$ cat src/asfp_pkg.sv
// ASF parser package: phases, error codes, config indexes, result type and field length helper.
// Used by the parser core, the top level and the checker.
`timescale 1ns / 1ps
package asfp_pkg;
    localparam int MaxSegmentsDefault = 63;

    typedef enum logic [4:0] {
        PH_LEAD, PH_ZERO, PH_FLAGS, PH_SEGTYPE, PH_PSIZE, PH_PAD, PH_SEND, PH_DUR,
        PH_COUNT, PH_SSTREAM, PH_SSEQ, PH_SOFF, PH_SFLAGS, PH_GUNK, PH_GLEN,
        PH_GPLEN, PH_GDATA, PH_OLEN, PH_OTIME, PH_ODLEN, PH_OSKIP, PH_ODATA,
        PH_PADSKIP, PH_ERR
    } t_phase;

    localparam logic [3:0] ERR_NONE     = 4'd0;
    localparam logic [3:0] ERR_LEAD     = 4'd1;
    localparam logic [3:0] ERR_RESERVED = 4'd2;
    localparam logic [3:0] ERR_SEGTYPE  = 4'd3;
    localparam logic [3:0] ERR_SEGFLAGS = 4'd4;
    localparam logic [3:0] ERR_LENGTH   = 4'd5;
    localparam logic [3:0] ERR_COUNT    = 4'd6;
    localparam logic [3:0] ERR_SEGMENTS = 4'd7;
    localparam logic [3:0] ERR_STREAM   = 4'd8;
    localparam logic [3:0] ERR_SEQUENCE = 4'd9;
    localparam logic [3:0] ERR_GROUPING = 4'd10;

    localparam logic [1:0] CFG_PACKET_SIZE  = 2'd0;
    localparam logic [1:0] CFG_PACKET_COUNT = 2'd1;
    localparam logic [1:0] CFG_EXP_STREAM   = 2'd2;
    localparam logic [1:0] CFG_AUDIO_CHECKS = 2'd3;

    typedef struct packed {
        logic        is_error;
        logic [3:0]  code;
        logic [7:0]  data;
        logic [21:0] segment;
        logic        first;
        logic        last;
        logic [31:0] send_time;
        logic [15:0] duration;
    } t_result;

    // Number of bytes in the field read in a phase.
    function automatic logic [2:0] field_len(t_phase ph, logic [7:0] lflags,
                                             logic [7:0] stype, logic [7:0] cbyte);
        logic [2:0] n;
        n = 3'd1;
        case (ph)
            PH_ZERO, PH_PSIZE, PH_DUR, PH_GLEN: n = 3'd2;
            PH_SEND, PH_OLEN, PH_OTIME:         n = 3'd4;
            PH_PAD:   n = lflags[4] ? 3'd2 : 3'd1;
            PH_SOFF:  n = (stype == 8'h55) ? 3'd1 : ((stype == 8'h59) ? 3'd2 : 3'd4);
            PH_ODLEN: n = cbyte[6] ? 3'd1 : 3'd2;
            default:  n = 3'd1;
        endcase
        return n;
    endfunction
endpackage

$ cat src/asfp_core.sv
// Byte-serial parse engine of the ASF packet parser: one byte in, at most one result out.
// Depends on asfp_pkg.
`timescale 1ns / 1ps
module asfp_core #(
    parameter int MAX_SEGMENTS = asfp_pkg::MaxSegmentsDefault
) (
    input  logic               i_clk,
    input  logic               i_rst_n,
    input  logic               i_step,
    input  logic [7:0]         i_byte,
    input  logic [15:0]        i_packet_size,
    input  logic [31:0]        i_packet_count,
    input  logic [6:0]         i_expected_stream,
    input  logic               i_audio_checks,
    output logic               o_res_valid,
    output asfp_pkg::t_result  o_res
);
    localparam logic [5:0] MaxSeg = 6'(MAX_SEGMENTS);

    asfp_pkg::t_phase r_phase, n_phase;
    logic [15:0] r_poff, n_poff;
    logic [31:0] r_shift, n_shift;
    logic [2:0]  r_left, n_left;
    logic [7:0]  r_lflags, n_lflags, r_stype, n_stype, r_cbyte, n_cbyte;
    logic [5:0]  r_segs, n_segs;
    logic [15:0] r_pad, n_pad;
    logic [31:0] r_foff, n_foff, r_pleft, n_pleft;
    logic [7:0]  r_piece, n_piece;
    logic [15:0] r_ptotal, n_ptotal;
    logic [31:0] r_pdone, n_pdone;
    logic [7:0]  r_seq, n_seq;
    logic        r_err, n_err;
    logic [31:0] r_send, n_send;
    logic [15:0] r_dur, n_dur;
    logic [21:0] r_cur, n_cur;
    logic        r_fresh, n_fresh;

    logic        emit, fail, fire;
    logic [3:0]  code;
    logic [7:0]  ebyte;
    logic        efirst, elast;
    logic [31:0] fs, v;
    logic [2:0]  fl;
    logic [17:0] slen_a;
    logic [33:0] slen_b;
    logic [7:0]  pl_dec;
    logic [31:0] pay_dec;

    // The chain of follow-on actions is flattened into these flags.
    logic do_end_seg, do_start_seg, do_start_pad, do_end_pkt;

    always_comb begin
        n_phase = r_phase; n_poff = r_poff; n_shift = r_shift; n_left = r_left;
        n_lflags = r_lflags; n_stype = r_stype; n_cbyte = r_cbyte; n_segs = r_segs;
        n_pad = r_pad; n_foff = r_foff; n_pleft = r_pleft; n_piece = r_piece;
        n_ptotal = r_ptotal; n_pdone = r_pdone; n_seq = r_seq; n_err = r_err;
        n_send = r_send; n_dur = r_dur; n_cur = r_cur; n_fresh = r_fresh;
        emit = 1'b0; fail = 1'b0; code = asfp_pkg::ERR_NONE;
        ebyte = i_byte; efirst = 1'b0; elast = 1'b0;
        do_end_seg = 1'b0; do_start_seg = 1'b0; do_start_pad = 1'b0; do_end_pkt = 1'b0;
        fs = {i_byte, r_shift[31:8]};
        fl = asfp_pkg::field_len(r_phase, r_lflags, r_stype, r_cbyte);
        v = fs >> (6'd32 - {fl, 3'b000});
        slen_a = 18'd0; slen_b = 34'd0;
        pl_dec = r_piece - 8'd1;
        pay_dec = r_pleft - 32'd1;
        fire = 1'b0;
        if (i_step && !r_err) begin
            if (r_phase == asfp_pkg::PH_LEAD && r_poff == 16'd0 && r_pdone == i_packet_count)
                begin
                fail = 1'b1; code = asfp_pkg::ERR_COUNT;
            end else if (r_poff >= i_packet_size) begin
                fail = 1'b1; code = asfp_pkg::ERR_LENGTH;
            end else begin
                n_poff = r_poff + 16'd1;
                case (r_phase)
                    asfp_pkg::PH_GDATA: begin
                        emit = 1'b1; efirst = r_fresh; n_fresh = 1'b0;
                        n_piece = pl_dec;
                        if (r_pleft != 32'd0) n_pleft = pay_dec;
                        elast = (pl_dec == 8'd0);
                        if (pl_dec == 8'd0) begin
                            if (n_pleft == 32'd0) do_end_seg = 1'b1;
                            else begin
                                n_phase = asfp_pkg::PH_GPLEN; n_left = 3'd1; n_shift = '0;
                            end
                        end
                    end
                    asfp_pkg::PH_OSKIP: begin
                        n_foff = r_foff - 32'd1;
                        if (n_foff == 32'd0) begin
                            if (r_pleft == 32'd0) do_end_seg = 1'b1;
                            else n_phase = asfp_pkg::PH_ODATA;
                        end
                    end
                    asfp_pkg::PH_ODATA: begin
                        emit = 1'b1; efirst = r_fresh; n_fresh = 1'b0;
                        n_pleft = pay_dec; elast = (pay_dec == 32'd0);
                        if (pay_dec == 32'd0) do_end_seg = 1'b1;
                    end
                    asfp_pkg::PH_PADSKIP: begin
                        n_pad = r_pad - 16'd1;
                        if (n_pad == 16'd0) do_end_pkt = 1'b1;
                    end
                    default: begin
                        n_shift = fs;
                        if (r_left > 3'd1) n_left = r_left - 3'd1;
                        else begin
                            n_left = 3'd0;
                            fire = 1'b1;
                        end
                    end
                endcase
                if (fire) begin
                    case (r_phase)
                        asfp_pkg::PH_LEAD:
                            if (v[7:0] != 8'h82) begin
                                fail = 1'b1; code = asfp_pkg::ERR_LEAD;
                            end else n_phase = asfp_pkg::PH_ZERO;
                        asfp_pkg::PH_ZERO:
                            if (v[15:0] != 16'd0) begin
                                fail = 1'b1; code = asfp_pkg::ERR_RESERVED;
                            end else n_phase = asfp_pkg::PH_FLAGS;
                        asfp_pkg::PH_FLAGS: begin
                            n_lflags = v[7:0]; n_phase = asfp_pkg::PH_SEGTYPE;
                        end
                        asfp_pkg::PH_SEGTYPE, asfp_pkg::PH_PSIZE: begin
                            if (r_phase == asfp_pkg::PH_SEGTYPE) n_stype = v[7:0];
                            if (r_phase == asfp_pkg::PH_SEGTYPE && r_lflags[6])
                                n_phase = asfp_pkg::PH_PSIZE;
                            else begin
                                n_pad = 16'd0;
                                n_phase = (r_lflags[4] || r_lflags[3]) ?
                                          asfp_pkg::PH_PAD : asfp_pkg::PH_SEND;
                            end
                        end
                        asfp_pkg::PH_PAD: begin
                            n_pad = v[15:0]; n_phase = asfp_pkg::PH_SEND;
                        end
                        asfp_pkg::PH_SEND: begin
                            n_send = v; n_phase = asfp_pkg::PH_DUR;
                        end
                        asfp_pkg::PH_DUR, asfp_pkg::PH_COUNT: begin
                            if (r_phase == asfp_pkg::PH_DUR) n_dur = v[15:0];
                            if (r_phase == asfp_pkg::PH_DUR && r_lflags[0])
                                n_phase = asfp_pkg::PH_COUNT;
                            else begin
                                n_cbyte = (r_phase == asfp_pkg::PH_DUR) ? 8'd1 : v[7:0];
                                n_segs = n_cbyte[5:0];
                                n_cur[5:0] = 6'd0;
                                if (n_segs > MaxSeg ||
                                    (i_audio_checks && n_segs != 6'd1)) begin
                                    fail = 1'b1; code = asfp_pkg::ERR_SEGMENTS;
                                end else do_start_seg = 1'b1;
                            end
                        end
                        asfp_pkg::PH_SSTREAM: begin
                            n_cur[12:6] = v[6:0]; n_cur[13] = v[7];
                            if (i_audio_checks && v[6:0] != i_expected_stream) begin
                                fail = 1'b1; code = asfp_pkg::ERR_STREAM;
                            end else n_phase = asfp_pkg::PH_SSEQ;
                        end
                        asfp_pkg::PH_SSEQ: begin
                            n_cur[21:14] = v[7:0];
                            if (r_stype != 8'h55 && r_stype != 8'h59 && r_stype != 8'h5D) begin
                                fail = 1'b1; code = asfp_pkg::ERR_SEGTYPE;
                            end else if (i_audio_checks && v[7:0] != r_seq) begin
                                fail = 1'b1; code = asfp_pkg::ERR_SEQUENCE;
                            end else begin
                                if (i_audio_checks) n_seq = r_seq + 8'd1;
                                n_phase = asfp_pkg::PH_SOFF;
                            end
                        end
                        asfp_pkg::PH_SOFF: begin
                            n_foff = v; n_phase = asfp_pkg::PH_SFLAGS;
                        end
                        asfp_pkg::PH_SFLAGS:
                            if (v[7:0] == 8'h01) n_phase = asfp_pkg::PH_GUNK;
                            else if (v[7:0] == 8'h08) n_phase = asfp_pkg::PH_OLEN;
                            else begin
                                fail = 1'b1; code = asfp_pkg::ERR_SEGFLAGS;
                            end
                        asfp_pkg::PH_GUNK, asfp_pkg::PH_GLEN: begin
                            if (r_phase == asfp_pkg::PH_GUNK && r_cbyte[5:0] != 6'd1)
                                n_phase = asfp_pkg::PH_GLEN;
                            else begin
                                if (r_phase == asfp_pkg::PH_GUNK) begin
                                    slen_a = {2'b00, i_packet_size} - {2'b00, n_poff}
                                             - {2'b00, r_pad};
                                    n_pleft = {{14{slen_a[17]}}, slen_a};
                                end else n_pleft = {16'd0, v[15:0]};
                                if (r_phase == asfp_pkg::PH_GUNK && slen_a[17]) begin
                                    fail = 1'b1; code = asfp_pkg::ERR_LENGTH;
                                end else if (n_pleft == 32'd0) do_end_seg = 1'b1;
                                else n_phase = asfp_pkg::PH_GPLEN;
                            end
                        end
                        asfp_pkg::PH_GPLEN: begin
                            n_pleft = pay_dec;
                            if (i_audio_checks && r_ptotal != 16'd0) begin
                                fail = 1'b1; code = asfp_pkg::ERR_GROUPING;
                            end else begin
                                if (r_ptotal != 16'hFFFF) n_ptotal = r_ptotal + 16'd1;
                                n_piece = v[7:0]; n_fresh = 1'b1;
                                if (v[7:0] != 8'd0) n_phase = asfp_pkg::PH_GDATA;
                                else if (pay_dec == 32'd0) do_end_seg = 1'b1;
                                else n_phase = asfp_pkg::PH_GPLEN;
                            end
                        end
                        asfp_pkg::PH_OLEN: n_phase = asfp_pkg::PH_OTIME;
                        asfp_pkg::PH_OTIME, asfp_pkg::PH_ODLEN: begin
                            if (r_phase == asfp_pkg::PH_OTIME && r_cbyte[5:0] != 6'd1)
                                n_phase = asfp_pkg::PH_ODLEN;
                            else begin
                                if (r_phase == asfp_pkg::PH_OTIME) begin
                                    slen_b = {18'd0, i_packet_size} - {18'd0, n_poff}
                                             - {18'd0, r_pad} - {2'b00, r_foff};
                                    n_pleft = slen_b[31:0];
                                end else n_pleft = {16'd0, v[15:0]};
                                if (r_phase == asfp_pkg::PH_OTIME && slen_b[33]) begin
                                    fail = 1'b1; code = asfp_pkg::ERR_LENGTH;
                                end else begin
                                    n_ptotal = 16'd1; n_fresh = 1'b1;
                                    if (r_foff != 32'd0) n_phase = asfp_pkg::PH_OSKIP;
                                    else if (n_pleft == 32'd0) do_end_seg = 1'b1;
                                    else n_phase = asfp_pkg::PH_ODATA;
                                end
                            end
                        end
                        default: begin
                            fail = 1'b1; code = asfp_pkg::ERR_LENGTH;
                        end
                    endcase
                    if (!fail && n_phase != r_phase) begin
                        n_left = asfp_pkg::field_len(n_phase, n_lflags, n_stype, n_cbyte);
                        n_shift = '0;
                    end
                end
            end
            if (do_end_seg) begin
                if (i_audio_checks && n_ptotal != 16'd1) begin
                    fail = 1'b1; code = asfp_pkg::ERR_GROUPING;
                end else begin
                    n_segs = r_segs - 6'd1;
                    n_cur[5:0] = r_cur[5:0] + 6'd1;
                    do_start_seg = 1'b1;
                end
            end
            if (do_start_seg && !fail) begin
                n_ptotal = 16'd0;
                if (n_segs == 6'd0) do_start_pad = 1'b1;
                else begin
                    n_phase = asfp_pkg::PH_SSTREAM; n_left = 3'd1; n_shift = '0;
                end
            end
            if (do_start_pad) begin
                if (n_pad == 16'd0) do_end_pkt = 1'b1;
                else n_phase = asfp_pkg::PH_PADSKIP;
            end
            if (do_end_pkt) begin
                n_pdone = r_pdone + 32'd1;
                if (n_poff != i_packet_size) begin
                    fail = 1'b1; code = asfp_pkg::ERR_LENGTH;
                end else begin
                    n_poff = 16'd0;
                    n_phase = asfp_pkg::PH_LEAD; n_left = 3'd1; n_shift = '0;
                end
            end
            if (fail) begin
                n_err = 1'b1; n_phase = asfp_pkg::PH_ERR; emit = 1'b0;
            end
        end
    end

    always_ff @(posedge i_clk) begin
        if (!i_rst_n) begin
            r_phase <= asfp_pkg::PH_LEAD; r_poff <= '0; r_shift <= '0; r_left <= 3'd1;
            r_lflags <= '0; r_stype <= '0; r_cbyte <= '0; r_segs <= '0; r_pad <= '0;
            r_foff <= '0; r_pleft <= '0; r_piece <= '0; r_ptotal <= '0; r_pdone <= '0;
            r_seq <= 8'd1; r_err <= 1'b0; r_send <= '0; r_dur <= '0; r_cur <= '0;
            r_fresh <= 1'b0; o_res_valid <= 1'b0;
        end else begin
            r_phase <= n_phase; r_poff <= n_poff; r_shift <= n_shift; r_left <= n_left;
            r_lflags <= n_lflags; r_stype <= n_stype; r_cbyte <= n_cbyte; r_segs <= n_segs;
            r_pad <= n_pad; r_foff <= n_foff; r_pleft <= n_pleft; r_piece <= n_piece;
            r_ptotal <= n_ptotal; r_pdone <= n_pdone; r_seq <= n_seq; r_err <= n_err;
            r_send <= n_send; r_dur <= n_dur; r_cur <= n_cur; r_fresh <= n_fresh;
            o_res_valid <= fail || emit;
        end
    end

    always_ff @(posedge i_clk) begin
        o_res.is_error  <= fail;
        o_res.code      <= fail ? code : asfp_pkg::ERR_NONE;
        o_res.data      <= fail ? 8'd0 : ebyte;
        o_res.segment   <= n_cur;
        o_res.first     <= fail ? 1'b0 : efirst;
        o_res.last      <= fail ? 1'b0 : elast;
        o_res.send_time <= n_send;
        o_res.duration  <= n_dur;
    end
endmodule

$ cat src/asf_data_packet_parser.sv
// Top level of the ASF data-packet parser: stream ports, configuration registers, output skid.
// Depends on asfp_pkg and asfp_core.
`timescale 1ns / 1ps
// Usage: bytes of fixed-size ASF data packets enter on the s_axis channel, one per request,
// in tdata. Results leave on m_axis: payload bytes (tuser = 0) or one error report
// (tuser = 1), with the segment, piece and packet timing fields alongside in tdata.
// Configuration is written through i_cfg_we / i_cfg_index / i_cfg_data while idle.
// The core registers the result of an accepted request, and the output register then
// presents it on m_axis.
// Throughput is one byte per cycle while s_axis_tready is high; the parse engine handles
// each byte in a single registered step, so many bytes produce no result (headers, padding).
// After reset the parser expects a lead byte, the sequence counter is one and the
// configuration registers hold their reset values.
// When the receiver stalls, one result is held in the output register and another in
// the skid register; s_axis_tready falls while the skid register is occupied, or while a
// stalled output register would leave no room for the result still in the core.
// After the first error is reported every further byte is accepted and dropped.
module asf_data_packet_parser #(
    parameter int MAX_SEGMENTS = asfp_pkg::MaxSegmentsDefault
) (
    input  logic         i_clk,
    input  logic         i_rst_n,
    input  logic         s_axis_tvalid,
    output logic         s_axis_tready,
    input  logic [7:0]   s_axis_tdata,   // stream_byte
    output logic         m_axis_tvalid,
    input  logic         m_axis_tready,
    // error_code, payload_byte, segment_index, segment_stream, keyframe,
    // segment_sequence, piece_first, piece_last, send_time, packet_duration; 4 zero bits
    output logic [87:0]  m_axis_tdata,
    output logic         m_axis_tuser,   // kind
    input  logic         i_cfg_we,
    input  logic [1:0]   i_cfg_index,
    input  logic [31:0]  i_cfg_data
);
    logic [15:0] r_psize;
    logic [31:0] r_pcount;
    logic [6:0]  r_estream;
    logic        r_audio;

    always_ff @(posedge i_clk) begin
        if (!i_rst_n) begin
            r_psize <= '0; r_pcount <= '0; r_estream <= 7'd1; r_audio <= 1'b1;
        end else if (i_cfg_we) begin
            case (i_cfg_index)
                asfp_pkg::CFG_PACKET_SIZE:  r_psize   <= i_cfg_data[15:0];
                asfp_pkg::CFG_PACKET_COUNT: r_pcount  <= i_cfg_data;
                asfp_pkg::CFG_EXP_STREAM:   r_estream <= i_cfg_data[6:0];
                asfp_pkg::CFG_AUDIO_CHECKS: r_audio   <= i_cfg_data[0];
                default: ;
            endcase
        end
    end

    logic              step, core_valid;
    asfp_pkg::t_result core_res;
    asfp_pkg::t_result r_out, r_skid;
    logic              r_out_v, r_skid_v;

    // Buffered results plus the one in the core must leave a free slot for a new request.
    assign s_axis_tready = !r_skid_v && !(r_out_v && core_valid && !m_axis_tready);
    assign step = s_axis_tvalid && s_axis_tready;

    asfp_core #(.MAX_SEGMENTS(MAX_SEGMENTS)) u_core (
        .i_clk(i_clk), .i_rst_n(i_rst_n), .i_step(step), .i_byte(s_axis_tdata),
        .i_packet_size(r_psize), .i_packet_count(r_pcount),
        .i_expected_stream(r_estream), .i_audio_checks(r_audio),
        .o_res_valid(core_valid), .o_res(core_res)
    );

    logic take;
    assign take = !r_out_v || m_axis_tready;

    always_ff @(posedge i_clk) begin
        if (!i_rst_n) begin
            r_out_v <= 1'b0; r_skid_v <= 1'b0;
        end else begin
            if (take) begin
                if (r_skid_v) begin
                    r_out <= r_skid; r_out_v <= 1'b1;
                    r_skid_v <= core_valid; r_skid <= core_res;
                end else begin
                    r_out <= core_res; r_out_v <= core_valid;
                end
            end else if (core_valid) begin
                r_skid <= core_res; r_skid_v <= 1'b1;
            end
        end
    end

    assign m_axis_tvalid = r_out_v;
    assign m_axis_tuser  = r_out.is_error;
    assign m_axis_tdata  = {4'd0, r_out.duration, r_out.send_time, r_out.last, r_out.first,
                            r_out.segment[21:14], r_out.segment[13], r_out.segment[12:6],
                            r_out.segment[5:0], r_out.data, r_out.code};
endmodule

$ cat config.mk
export PLATFORM = sky130hd
export DESIGN_NAME = asf_data_packet_parser
export DESIGN_NICKNAME = d
export VERILOG_FILES = /design/src/asfp_pkg.sv /design/src/asfp_core.sv /design/src/asf_data_packet_parser.sv
export SDC_FILE = /design/constraint.sdc
export NUM_CORES = 2
export LEC_CHECK = 0
export BUFFER_PORTS_ARGS = -buffer_cell sky130_fd_sc_hd__buf_2
export CAP_MARGIN = 5
export CORE_MARGIN = 2
export CORE_UTILIZATION = 57
export CTS_CLUSTER_DIAMETER = 80
export CTS_CLUSTER_SIZE = 8
export DETAILED_ROUTE_END_ITERATION = 7
export PLACE_DENSITY = 0.77
export SYNTH_ARGS = -nofsm -noshare
export SYNTH_HDL_FRONTEND = slang
export SYNTH_SLANG_ARGS = --single-unit
$ cat constraint.sdc
create_clock -name i_clk -period 8.4 [get_ports i_clk]
set_clock_uncertainty 0.1 [all_clocks]
set_input_delay 0.42 -clock i_clk [delete_from_list [all_inputs] [get_ports i_clk]]
set_output_delay 0.42 -clock i_clk [all_outputs]
set_load 0.01 [all_outputs]
==> metrics.txt <==
TNS Setup 0 ns; Synth Flop Type dfxtp_1; yosys warns 0; Yosys reg bits approximately 600; routed wire length roughly 130000 um; cell repeated most along the worst path buf_4; Data arrival, critical path about 8.6 ns; CTS Buffer Depth 3; Max-slew headroom 0.153; final core occ 0.676; Post-Synthesis Cell Area roughly 37000 um^2; Worst Tran Pin Value about 1.3 ns; CTS root buf clkbuf_16; Rows 92; Yosys top cell area share 0.237; WL per Instance roughly 24 um; status finished, final reports clean; GPL Wtd Cong slightly above 1; Async SR Flop Fraction 0; WS Path Type reg -> reg; H-tree levels 3; register area share after synthesis 0.376; Max rail drop VDD 0.000169 V; Tot GR Track Use 0.380; first-pass GRT wire length ~200000 um; most frequent cell after synthesis nand2_1; Cells after DPL approximately 5300; Post-synth EDFFs 170; pre-CTS WS -0.494 ns; CP Max Fanout 9; Worst-Skew Late Latency a little under 0.7 ns; LEAKAGE between 0.015 and 0.02 uW; Die W between 200 and 300 um; Final Critical Period just over 8 ns; fin cells 5454; Worst path max stage delay 0.63 ns; die area about 66000 um^2; dpl hpwl 92100 um; GRT Residual Overflow 0; Yosys cell types ~110; Worst EP required 8.81 ns; Via density 6.47; Worst Setup End Kind register; vias in the first global route ~33000; Pins Over Slew Limit 0; HP Class in -> reg; area added between synthesis and finish 16.9%; largest net degree at the start of global routing about 110; Ports ~140; fmax 122 MHz; cts bufs inserted 86; initial antenna violation count 1; Routed Antenna Nets 0; CTS tree yes; most instantiated cells after synthesis 511 x nand2_1, 433 x dfxtp_1, 286 x nor2_1, 286 x o21ai_0, 223 x clkbuf_1; Iteration-0 DRC Markers 5009; layout cells sized above 1 0.165; slowest CP cell or4_4; Reg clk slew, reported paths ~0.06 ns; Worst Setup Start Kind register; clk sinks between 600 and 700; r2r setup slk 0.20 ns; Post-Synthesis Cells between 4000 and 5000; core area around 63000 um^2; routed vias 35300; fin worst setup slack 0.195 ns; setup violators final 0; Max Cap Viol 0; Post-layout nets between 4000 and 5000; Tcrit/Tclk final 0.977; top cells by area, synth dfxtp_1 24%, edfxtp_1 14%, nand2_1 5.2%, ha_1 4.0%, o21ai_0 3.9%; Initial Util 0.578; Power per Cell Area 294 nW/um^2; DR pass1 iterations 7; port bufs ~130; Die Ht 257 um; DR DRC count 0; leading area contributor after synthesis dfxtp_1; Final Hold Fails 0; mean post-synth cell area between 8 and 9 um^2
-- layer usage --
| layer | wire length, um | GRT usage |
|---|---|---|
| met1 | 52800 | 0.508 |
| met2 | 57600 | 0.579 |
| met3 | 14600 | 0.0981 |
| met4 | 6150 | 0.171 |
| met5 | 0 | 0 |
-- repair_timing --
item,4_1_cts,5_1_grt
hold buffers,32,0
hold endpoints to repair,47,0
gates cloned,1,1
pin swaps,3,26
gates resized for setup,19,99
setup endpoints to repair,131,131
setup buffers,1,18
-- through the flow --
| stage | total power (uW) | hold slack [ns] | area [um^2] |
|---|---|---|---|
| 2_1_floorplan | 6590 | 0.304 | 36600 |
| 3_3_place_gp | 8760 | 0.310 | 39300 |
| 3_5_place_dp | 8770 | 0.312 | 39300 |
| 4_1_cts | 12100 | 0.0138 | 42300 |
| 5_1_grt | 13000 | 0.0574 | 42800 |
| 6_report | 12600 | 0.0302 | 42800 |
-- final cells by class --
cell class                      count  area [um^2]
Multi-Input combinational cell   3263        21600
Antenna cell                        2         5.00
Clock buffer                      126         2300
Fill cell                        5030        20500
Tap cell                          846         1060
Clock inverter                     10          233
Sequential cell                   603        13800
Inverter                          155          584
Timing Repair Buffer              449         3200
-- sequential cells by signal (all words and copies together), names as in the netlist, 3 cells and up --
| signal | flops |
|---|---|
| r_skid | 85 |
| u_core.o_res | 85 |
| m_axis_tdata | 84 |
| r_pcount | 32 |
| u_core.r_foff | 32 |
| u_core.r_pdone | 32 |
| u_core.r_pleft | 32 |
| u_core.r_send | 32 |
| u_core.r_shift | 24 |
| u_core.r_cur | 22 |
| r_psize | 16 |
| u_core.r_dur | 16 |
| u_core.r_pad | 16 |
| u_core.r_poff | 16 |
| u_core.r_ptotal | 16 |
| u_core.r_piece | 8 |
| u_core.r_seq | 8 |
| u_core.r_stype | 8 |
| r_estream | 7 |
| u_core.r_cbyte | 7 |
| u_core.r_segs | 6 |
| u_core.r_phase | 5 |
| u_core.r_lflags | 4 |
| u_core.r_left | 3 |
-- critical path: cells and delay by family (launching register included) --
| family | cells | cell delay [ns] |
|---|---|---|
| AO/OA/AOI/OAI | 18 | 2.72 |
| AND/OR/NAND/NOR | 9 | 2.39 |
| buffers and inverters | 8 | 1.15 |
| adder cells (fa/ha/maj) | 3 | 1.08 |
| flip-flops | 1 | 0.32 |
| XOR/XNOR | 2 | 0.28 |
-- power breakdown --
group	switching [uW]	total, uW	internal (uW)
combinational	3790	5960	2160
clock	1360	3290	1930
sequential	203	3350	3140
total	5360	12600	7240
-- cells by family (layout without fill, tap and decap cells) --
kind of cell / count (synthesis) / in the layout / synth area share
AOI/OAI and AO/OA: 1124 / 1124 / 0.206
xor gates and xnor gates: 227 / 227 / 0.0545
adders and majority gates: 135 / 135 / 0.0498
buffers and inverters: 430 / 740 / 0.0467
DFF: 603 / 603 / 0.376
muxes: 136 / 136 / 0.0410
other: 1 / 6 / 0.000102
and+or+nand+nor: 1636 / 1637 / 0.225
-- cell usage in the layout (no fill, tap or decap), drive strengths merged, types with 18 or more instances in the layout --
cell type / instances
dfxtp: 433
a22oi: 65
nand4: 54
o22ai: 46
ha: 117
nand2b: 38
a21boi: 102
xor2: 90
a211oi: 25
fa: 18
nand2: 512
o211a: 35
o21a: 23
a31oi: 36
clkbuf: 127
nor3b: 27
and4: 18
or3: 39
nor3: 136
edfxtp: 170
mux2i: 43
or4: 22
o21ai: 296
and3: 35
nor4: 56
inv: 157
a21o: 35
nand3: 119
xnor2: 137
o211ai: 23
a221oi: 23
a21oi: 213
mux2: 91
nor2b: 87
dlygate4sd3: 32
o221ai: 19
and2: 138
buf: 416
o31ai: 28
nor2: 286
-- final timing paths --
path,endpoint,cells past startpoint,from
worst min-delay path,r_audio$_SDFFE_PN1P_,2,i_rst_n
worst max-delay path,u_core.r_phase[0]$_SDFFE_PN0P_,40,u_core.r_poff[1]$_SDFFE_PN0P_
worst max register to register,u_core.r_phase[0]$_SDFFE_PN0P_,40,u_core.r_poff[1]$_SDFFE_PN0P_
worst min register to register,r_skid[28]$_DFFE_PP_,0,u_core.o_res[28]$_DFF_P_
(Power assumes the default switching activity.)
